File: config.mk
export PLATFORM = sky130hd
export DESIGN_NAME = second_chance_page_replacement_top
export DESIGN_NICKNAME = d
export VERILOG_FILES = /design/src/rtl/scpr_pkg.sv /design/src/rtl/second_chance_page_replacement_top.sv
export VERILOG_INCLUDE_DIRS = /design/src /design/src/rtl
export SDC_FILE = /design/constraint.sdc
export NUM_CORES = 1
export LEC_CHECK = 0
export ABC_AREA = 1
export BUFFER_PORTS_ARGS = -buffer_cell sky130_fd_sc_hd__clkbuf_2
export CORE_ASPECT_RATIO = 1.1
export CORE_MARGIN = 5
export CORE_UTILIZATION = 55
export CTS_CLUSTER_SIZE = 14
export DETAILED_ROUTE_END_ITERATION = 16
export PLACE_DENSITY = 0.74
export SLEW_MARGIN = 20
export SYNTH_ARGS = -nofsm -noshare
export SYNTH_HDL_FRONTEND = slang
export SYNTH_SLANG_ARGS = --single-unit
export TNS_END_PERCENT = 30
File: constraint.sdc
create_clock -name clock -period 5.5 [get_ports clock]
set_clock_uncertainty 0.05 [all_clocks]
set_input_delay 0.55 -clock clock [delete_from_list [all_inputs] [get_ports clock]]
set_output_delay 0.55 -clock clock [all_outputs]
set_load 0.01 [all_outputs]
File: src/rtl/assert_macros.svh
// ----------------------------------------------------------------------------
// Assertion macros
// Assertion helpers shared by the RTL of the page replacement block.
// ----------------------------------------------------------------------------
// Every check runs on the rising edge of clock and is muted while reset is high.
`ifndef ASSERT_MACROS_SVH
`define ASSERT_MACROS_SVH

// Plain concurrent check of a property.
`define SCPR_ASSERT(label, prop, msg) \
   label: assert property (@(posedge clock) disable iff (reset) (prop)) else $error(msg);

// Check that a condition implies a property in the same cycle.
`define SCPR_ASSERT_IMPL(label, cond, prop, msg) \
   label: assert property (@(posedge clock) disable iff (reset) (cond) |-> (prop)) \
      else $error(msg);

// Check that a condition implies a property in the next cycle.
`define SCPR_ASSERT_NEXT(label, cond, prop, msg) \
   label: assert property (@(posedge clock) disable iff (reset) (cond) |=> (prop)) \
      else $error(msg);

`endif

File: src/rtl/scpr_pkg.sv
// ----------------------------------------------------------------------------
// Second-chance page replacement package
// Fixed widths of the configuration and counter fields, and the configuration reset value.
// ----------------------------------------------------------------------------
`timescale 1ns / 1ps

package scpr_pkg;

   localparam int CFG_W   = 5;
   localparam int TOTAL_W = 32;

   typedef logic [CFG_W-1:0]   cfg_type;
   typedef logic [TOTAL_W-1:0] total_type;

   localparam cfg_type FRAMES_RESET = cfg_type'(13);

endpackage

File: src/rtl/second_chance_page_replacement_top.sv
// ----------------------------------------------------------------------------
// Second-chance (clock) page replacement engine
// Each request carries one page number. The engine looks the page up among
// the resident frames, marks it referenced on a hit, and on a fault either
// fills a free frame or sweeps the clock hand to pick a victim. One response
// is returned per request with hit, eviction and saturating hit/fault totals.
// Channels: req_* accepts a request when req_valid is high and req_stall low.
// rsp_* delivers a response when rsp_valid is high and rsp_stall is low.
// csr_* writes frames_in_use (always ready); write it only while idle.
// Operation: a request holds the engine from acceptance to the next possible
// acceptance, reading one frame per cycle through the shared read port. A hit
// ends the scan at the matching frame, a fault with a free frame scans every
// frame in use and then fills the next one, and a fault with eviction scans,
// then sweeps the hand past referenced frames (at most the capacity) to a victim.
// req_stall is high while a request is in progress. A new request may be
// accepted while the previous response still waits in the output register.
// If rsp_stall holds the output, the engine waits in its reply step.
// Reset (synchronous, active high) empties all frames, clears reference
// bits, hand and totals, and sets frames_in_use to 13.
// ----------------------------------------------------------------------------
`timescale 1ns / 1ps
`include "assert_macros.svh"

module second_chance_page_replacement_top #(
   parameter int MAX_FRAMES = 16,
   parameter int PAGE_WIDTH = 16
) (
   input  logic                    clock,
   input  logic                    reset,
   // Page reference requests
   input  logic                    req_valid,
   output logic                    req_stall,
   input  logic [PAGE_WIDTH-1:0]   req_page_number,
   // Responses
   output logic                    rsp_valid,
   input  logic                    rsp_stall,
   output logic                    rsp_hit,
   output logic                    rsp_evicted_valid,
   output logic [PAGE_WIDTH-1:0]   rsp_evicted_page,
   output scpr_pkg::total_type     rsp_hit_total,
   output scpr_pkg::total_type     rsp_fault_total,
   // Configuration write
   input  logic                    csr_valid,
   output logic                    csr_ready,
   input  scpr_pkg::cfg_type       csr_frames_in_use
);

   import scpr_pkg::*;

   // Counters hold values up to MAX_FRAMES; frame indexes only reach MAX_FRAMES - 1.
   localparam int CNT_W = $clog2(MAX_FRAMES + 1);
   localparam int IDX_W = (MAX_FRAMES > 1) ? $clog2(MAX_FRAMES) : 1;
   localparam logic [CNT_W-1:0] CAP_MAX = CNT_W'(MAX_FRAMES);

   typedef enum logic [2:0] {
      ST_IDLE,
      ST_LOOKUP,
      ST_MISS,
      ST_SWEEP,
      ST_EVICT,
      ST_REPLY
   } state_type;

   state_type               state_ff, state_in;
   cfg_type                 cfg_ff, cfg_in;
   logic [PAGE_WIDTH-1:0]   page_ff, page_in;
   logic [CNT_W-1:0]        used_ff, used_in;
   logic [CNT_W-1:0]        scan_ff, scan_in;
   logic                    cmp_vld_ff, cmp_vld_in;
   logic [IDX_W-1:0]        cmp_idx_ff, cmp_idx_in;
   logic [IDX_W-1:0]        hand_ff, hand_in;
   logic [CNT_W-1:0]        occ_ff, occ_in;
   logic [MAX_FRAMES-1:0]   ref_ff, ref_in;
   total_type               hit_cnt_ff, hit_cnt_in;
   total_type               fault_cnt_ff, fault_cnt_in;
   logic                    res_hit_ff, res_hit_in;
   logic                    res_ev_ff, res_ev_in;
   logic [PAGE_WIDTH-1:0]   res_page_ff, res_page_in;

   logic                    rsp_valid_ff, rsp_valid_in;
   logic                    rsp_hit_ff, rsp_hit_in;
   logic                    rsp_ev_ff, rsp_ev_in;
   logic [PAGE_WIDTH-1:0]   rsp_page_ff, rsp_page_in;
   total_type               rsp_hits_ff, rsp_hits_in;
   total_type               rsp_faults_ff, rsp_faults_in;

   // Frame page memory: one write and one registered read per cycle.
   logic [PAGE_WIDTH-1:0]   frame_page_mem [MAX_FRAMES];
   logic [PAGE_WIDTH-1:0]   rd_data_ff;
   logic [IDX_W-1:0]        rd_addr;
   logic                    wr_en;
   logic [IDX_W-1:0]        wr_addr;

   logic [CNT_W-1:0]        cap;
   logic [CNT_W-1:0]        hand_plus;
   logic [IDX_W-1:0]        hand_next;

   // Effective capacity: a setting of zero acts as one frame, and anything
   // above the physical frame count is clipped to it.
   assign cap = (cfg_ff == '0) ? CNT_W'(1) :
                (32'(cfg_ff) > 32'(MAX_FRAMES)) ? CAP_MAX : CNT_W'(cfg_ff);

   // The hand advances in index order and wraps at the capacity.
   assign hand_plus = CNT_W'(hand_ff) + CNT_W'(1);
   assign hand_next = (hand_plus >= cap) ? '0 : hand_plus[IDX_W-1:0];

   assign req_stall         = (state_ff != ST_IDLE);
   assign csr_ready         = 1'b1;
   assign rsp_valid         = rsp_valid_ff;
   assign rsp_hit           = rsp_hit_ff;
   assign rsp_evicted_valid = rsp_ev_ff;
   assign rsp_evicted_page  = rsp_page_ff;
   assign rsp_hit_total     = rsp_hits_ff;
   assign rsp_fault_total   = rsp_faults_ff;

   always_comb begin
      state_in      = state_ff;
      cfg_in        = cfg_ff;
      page_in       = page_ff;
      used_in       = used_ff;
      scan_in       = scan_ff;
      cmp_vld_in    = cmp_vld_ff;
      cmp_idx_in    = cmp_idx_ff;
      hand_in       = hand_ff;
      occ_in        = occ_ff;
      ref_in        = ref_ff;
      hit_cnt_in    = hit_cnt_ff;
      fault_cnt_in  = fault_cnt_ff;
      res_hit_in    = res_hit_ff;
      res_ev_in     = res_ev_ff;
      res_page_in   = res_page_ff;
      rsp_valid_in  = rsp_valid_ff && rsp_stall;
      rsp_hit_in    = rsp_hit_ff;
      rsp_ev_in     = rsp_ev_ff;
      rsp_page_in   = rsp_page_ff;
      rsp_hits_in   = rsp_hits_ff;
      rsp_faults_in = rsp_faults_ff;
      rd_addr       = hand_ff;
      wr_en         = 1'b0;
      wr_addr       = hand_ff;

      if (csr_valid) begin
         cfg_in = csr_frames_in_use;
      end

      case (state_ff)
         ST_IDLE: begin
            if (req_valid) begin
               page_in    = req_page_number;
               // Frames at or above the capacity are not resident.
               used_in    = (occ_ff < cap) ? occ_ff : cap;
               scan_in    = '0;
               cmp_vld_in = 1'b0;
               state_in   = ST_LOOKUP;
            end
         end
         ST_LOOKUP: begin
            // Reads are issued one frame per cycle; each compare uses the registered read data.
            rd_addr = scan_ff[IDX_W-1:0];
            if (cmp_vld_ff && (rd_data_ff == page_ff)) begin
               ref_in[cmp_idx_ff] = 1'b1;
               res_hit_in  = 1'b1;
               res_ev_in   = 1'b0;
               res_page_in = '0;
               cmp_vld_in  = 1'b0;
               if (hit_cnt_ff != '1) begin
                  hit_cnt_in = hit_cnt_ff + total_type'(1);
               end
               state_in = ST_REPLY;
            end else if (scan_ff < used_ff) begin
               cmp_vld_in = 1'b1;
               cmp_idx_in = scan_ff[IDX_W-1:0];
               scan_in    = scan_ff + CNT_W'(1);
            end else if (!cmp_vld_ff) begin
               state_in = ST_MISS;
            end else begin
               cmp_vld_in = 1'b0;
            end
         end
         ST_MISS: begin
            res_hit_in = 1'b0;
            if (fault_cnt_ff != '1) begin
               fault_cnt_in = fault_cnt_ff + total_type'(1);
            end
            if (used_ff < cap) begin
               wr_en                       = 1'b1;
               wr_addr                     = used_ff[IDX_W-1:0];
               ref_in[used_ff[IDX_W-1:0]]  = 1'b0;
               occ_in                      = used_ff + CNT_W'(1);
               res_ev_in                   = 1'b0;
               res_page_in                 = '0;
               state_in                    = ST_REPLY;
            end else begin
               hand_in  = (CNT_W'(hand_ff) < cap) ? hand_ff : '0;
               state_in = ST_SWEEP;
            end
         end
         ST_SWEEP: begin
            rd_addr = hand_ff;
            if (ref_ff[hand_ff]) begin
               ref_in[hand_ff] = 1'b0;
               hand_in         = hand_next;
            end else begin
               state_in = ST_EVICT;
            end
         end
         ST_EVICT: begin
            res_ev_in       = 1'b1;
            res_page_in     = rd_data_ff;
            wr_en           = 1'b1;
            wr_addr         = hand_ff;
            ref_in[hand_ff] = 1'b0;
            hand_in         = hand_next;
            occ_in          = cap;
            state_in        = ST_REPLY;
         end
         ST_REPLY: begin
            if (!rsp_valid_ff || !rsp_stall) begin
               rsp_valid_in  = 1'b1;
               rsp_hit_in    = res_hit_ff;
               rsp_ev_in     = res_ev_ff;
               rsp_page_in   = res_page_ff;
               rsp_hits_in   = hit_cnt_ff;
               rsp_faults_in = fault_cnt_ff;
               state_in      = ST_IDLE;
            end
         end
         default: begin
            state_in = ST_IDLE;
         end
      endcase
   end

   always_ff @(posedge clock) begin
      if (reset) begin
         state_ff     <= ST_IDLE;
         cfg_ff       <= FRAMES_RESET;
         cmp_vld_ff   <= 1'b0;
         hand_ff      <= '0;
         occ_ff       <= '0;
         ref_ff       <= '0;
         hit_cnt_ff   <= '0;
         fault_cnt_ff <= '0;
         rsp_valid_ff <= 1'b0;
      end else begin
         state_ff     <= state_in;
         cfg_ff       <= cfg_in;
         cmp_vld_ff   <= cmp_vld_in;
         hand_ff      <= hand_in;
         occ_ff       <= occ_in;
         ref_ff       <= ref_in;
         hit_cnt_ff   <= hit_cnt_in;
         fault_cnt_ff <= fault_cnt_in;
         rsp_valid_ff <= rsp_valid_in;
      end
      page_ff       <= page_in;
      used_ff       <= used_in;
      scan_ff       <= scan_in;
      cmp_idx_ff    <= cmp_idx_in;
      res_hit_ff    <= res_hit_in;
      res_ev_ff     <= res_ev_in;
      res_page_ff   <= res_page_in;
      rsp_hit_ff    <= rsp_hit_in;
      rsp_ev_ff     <= rsp_ev_in;
      rsp_page_ff   <= rsp_page_in;
      rsp_hits_ff   <= rsp_hits_in;
      rsp_faults_ff <= rsp_faults_in;
   end

   always_ff @(posedge clock) begin
      if (wr_en) begin
         frame_page_mem[wr_addr] <= page_ff;
      end
      rd_data_ff <= frame_page_mem[rd_addr];
   end

   `SCPR_ASSERT_NEXT(a_accept_lookup, req_valid && !req_stall, state_ff == ST_LOOKUP, "no lookup")
   `SCPR_ASSERT_IMPL(a_used_cap, state_ff == ST_LOOKUP, used_ff <= cap, "lookup beyond capacity")
   `SCPR_ASSERT_IMPL(a_hand_cap, state_ff == ST_SWEEP, CNT_W'(hand_ff) < cap, "bad hand")
   `SCPR_ASSERT_NEXT(a_evict_full, state_ff == ST_EVICT, occ_ff == cap, "not full after evict")
   `SCPR_ASSERT(a_hit_no_evict, !(rsp_valid_ff && rsp_hit_ff && rsp_ev_ff), "hit with eviction")

endmodule

==> Implementation_results.wiki <==
{| class="wikitable"
! Metric !! Value
|-
| Portion of synthesized cell area occupied by the leading cell type || 0.527
|-
| Die extent in y || 220 µm
|-
| Largest area contributor in the netlist || edfxtp_1
|-
| Run status || complete, no violations
|-
| Net count, final || roughly 2400
|-
| Post-route standard cell area excluding fillers || between 20000 and 25000 µm²
|-
| Count of final hold-check violations || 0
|-
| Antenna violations before repair || 0
|-
| Global-route usage over all layers || 0.250
|-
| Startpoint Class || register
|-
| DRC violations left || 0
|-
| Crit path largest cell delay || 980 ps
|-
| Path category of the worst min-delay check || in2reg
|-
| Pins over their slew limit || 0
|-
| Time the worst path needs with I/O delays and setup || slightly below 4000 ps
|-
| Seq cells post-synth || roughly 500
|-
| Category of cells accounting for the largest share of critical-path delay || simple AND/OR/NAND/NOR gates
|-
| Total nets after synthesis || around 2300
|-
| Setup crit end kind || register
|-
| VDD IR max || 0.550 mV
|-
| Number of global-route vias before repair || roughly 15000
|-
| Number of synthesis warnings || 0
|-
| Remaining antenna violation count || 0
|-
| Std-Cell Rows || 76
|-
| Number of DRC markers in iteration 0 || 1372
|-
| Crit share post-route || 0.700
|-
| Number of distinct standard cells referenced by the synthesized netlist || 39
|-
| Setup violations, final || 0
|-
| H-tree levels || 2
|-
| Cell Area, Placed || ~23000 µm²
|-
| Max Fclk || approximately 0.26 GHz
|-
| Unrepaired setup endpoints after global routing || false
|-
| Critical Path Fanout Max || 16
|-
| Via count normalized by instance count || between 5 and 6
|-
| Clock net sink count || around 500
|-
| Die area || approximately 44000 µm²
|-
| Top-level I/O count || 111
|-
| Dominant cells by area after synthesis || edfxtp_1, dfxtp_1, nand2_1
|-
| Slowest cell on the critical path || nor2_2
|-
| Count of cells resized by post-cts repair || 0
|-
| Critical path data required time || 5670 ps
|-
| Setup TNS || 0 ps
|-
| Filler cell count in the final layout || between 3000 and 4000
|-
| Clock latency of the later-clocked register in the worst-skew pair || roughly 610 ps
|-
| Count of buffers inserted at the top-level ports || around 110
|-
| Average routed wire per standard cell || approximately 20 µm
|-
| Initial Utilization || 0.559
|-
| Layout cells sized above 1 || 0.104
|-
| Worst slew slack as a fraction of its limit || 0.188
|-
| Final WL || around 56 mm
|-
| Area Growth Syn to Fin || 12.5%
|-
| Pin count of the biggest net entering global routing || ~120
|-
| CTS Hold Buffers Added || 0
|-
| CTS Root Cell || clkbuf_16
|-
| Measured slew at the worst slew-check pin || between 1000 and 1500 ps
|-
| Detail Placement HPWL || ~36 mm
|-
| Critical path class || reg2reg
|-
| TritonCTS clock tree || yes
|-
| Floorplan core area || just under 40000 µm²
|-
| First-pass DRT Iterations || 6
|-
| Buffer count from post-CTS setup fixing || 0
|-
| Clock tree buffer depth || 3
|-
| Data arrival time at the worst-slack endpoint || around 4000 ps
|-
| Overall power || between 10000 and 15000 µW
|-
| Number of standard cells after synthesis || roughly 2200
|-
| Total of max-cap violations || 0
|-
| Cell chain of the critical path || inv_1, nand2_1, ha_1, nand2_1, o21a_1, nand3_1, inv_1, o21ai_0, nand3_1, nor2_2
|-
| Die Wd || between 200 and 250 µm
|-
| Sequential fraction of the synthesis area || 0.632
|-
| Final estimated routing congestion in global placement || around 0.93
|-
| Number of buffers inserted during clock tree synthesis || 50
|-
| Antenna Cells || 0
|-
| Wire length of the first global-routing pass || between 80 and 90 mm
|-
| DR vias || roughly 16000
|-
| Crit path buffers/inverters || 2
|-
| Post-Synthesis Mean Instance Area || 9.99 µm²
|-
| Clock transition at the registers of the reported paths || 60 ps
|-
| Combined area of all synthesized cells || ~22000 µm²
|-
| Leakage power of the design || just over 0.009 µW
|-
| Power density relative to cell area || roughly 530 nW/µm²
|-
| Remaining global-route overflow || 0
|}
-- area by class of cell --
cell class                 instances  area, µm²  area share
timing repair buffer             135        753      0.0304
tap                              507        634      0.0256
sequential                       501      13900       0.561
clock buffer                      72       1350      0.0547
inverter                         236        886      0.0358
clock inverter                    22        362      0.0146
multi-input combinational       1369       6870       0.277
-- kinds of logic (layout without fill, tap and decap cells) --
| kind of cell | count (synthesis) | after routing | synth area share |
|---|---|---|---|
| compound gates | 472 | 472 | 0.117 |
| xor+xnor | 52 | 52 | 0.0207 |
| fa+ha+maj | 32 | 32 | 0.0182 |
| buf+inv | 331 | 465 | 0.0603 |
| flops | 501 | 501 | 0.632 |
| other cells | 1 | 1 | 0.000170 |
| simple gates | 812 | 812 | 0.152 |
-- path summary, 6_finish.rpt --
| kind | from | to | slack, ps | depth (start not counted) |
|---|---|---|---|---|
| min | req_page_number[8] | page_ff[8] | 70 | 1 |
| max | cfg_ff[4] | frame_page_mem[6][1] | 1650 | 10 |
| max reg2reg | cfg_ff[4] | frame_page_mem[6][1] | 1650 | 10 |
| min reg2reg | res_page_ff[2] | rsp_evicted_page[2] | 370 | 0 |
-- synthesized netlist by cell type (all sizes together) --
master,n
conb,1
o211ai,66
nor3b,2
a21oi,201
o32ai,1
nand3,103
a22o,1
edfxtp,386
nand4,20
o21bai,1
xor2,40
inv,234
nand2,423
o311ai,1
and3,1
nor3,43
xnor2,12
and2,1
clkbuf,37
a211oi,1
a31oi,5
o21a,3
o21ai,192
buf,58
clkinv,2
dfxtp,115
nand3b,2
nor4,6
nor2,211
ha,32
-- where the power goes --
part	internal (µW)	total (µW)	switching (µW)
registers	4730	5170	439
logic	1270	4330	3060
clock network	2110	3550	1440
total	8110	13000	4940
-- state kept, by name, summed over array words and instances, names as in the netlist, 16 cells and up --
| register | count |
|---|---|
| fault_cnt_ff | 32 |
| frame_page_mem | 256 |
| hit_cnt_ff | 32 |
| page_ff | 16 |
| rd_data_ff | 16 |
| ref_ff | 16 |
| res_page_ff | 16 |
| rsp_evicted_page | 16 |
| rsp_fault_total | 32 |
| rsp_hit_total | 32 |
-- layout by cell type, fill, tap and decap left out, types with 2 or more instances in the layout --
master      count
a21oi_1       199
a21oi_4         2
a31oi_1         5
buf_4          25
bufinv_16       8
clkbuf_1       20
clkbuf_16      50
clkbuf_2      109
clkbuf_8        2
clkinv_1        4
clkinv_2        7
clkinvlp_4      2
dfxtp_1       115
edfxtp_1      386
ha_1           32
inv_1         227
inv_2           6
nand2_1       419
nand2_2         3
nand3_1       103
nand3b_1        2
nand4_1        20
nor2_1        193
nor2_2         17
nor3_1         40
nor3_4          2
nor3b_1         2
nor4_1          6
o211ai_1       66
o21a_1          3
o21ai_0       139
o21ai_1        50
o21ai_2         2
xnor2_1        12
xor2_1         40
-- stage by stage --
| step | setup WS (ps) | instances | hold slack [ps] | utilization |
|---|---|---|---|---|
| 3_5_place_dp | 1680 | 2748 | 357 | 0.585 |
| 3_3_place_gp | 1920 | 2748 | 357 | 0.585 |
| 2_1_floorplan | 146 | 2201 | 350 | - |
| 6_report | 1650 | 2842 | 66.7 | 0.629 |
| 5_1_grt | 1350 | 2842 | 40.8 | 0.629 |
| 4_1_cts | 1720 | 2842 | 35.7 | 0.628 |
-- per-layer routing --
layer,vias to the layer above,global-route usage,share of wire
met5,-,0,0
met4,0,0.0730,0.026
met3,92,0.0478,0.081
met2,733,0.442,0.50
met1,7572,0.318,0.40
li1,7741,-,-
Power figures use the tool's default switching activity.
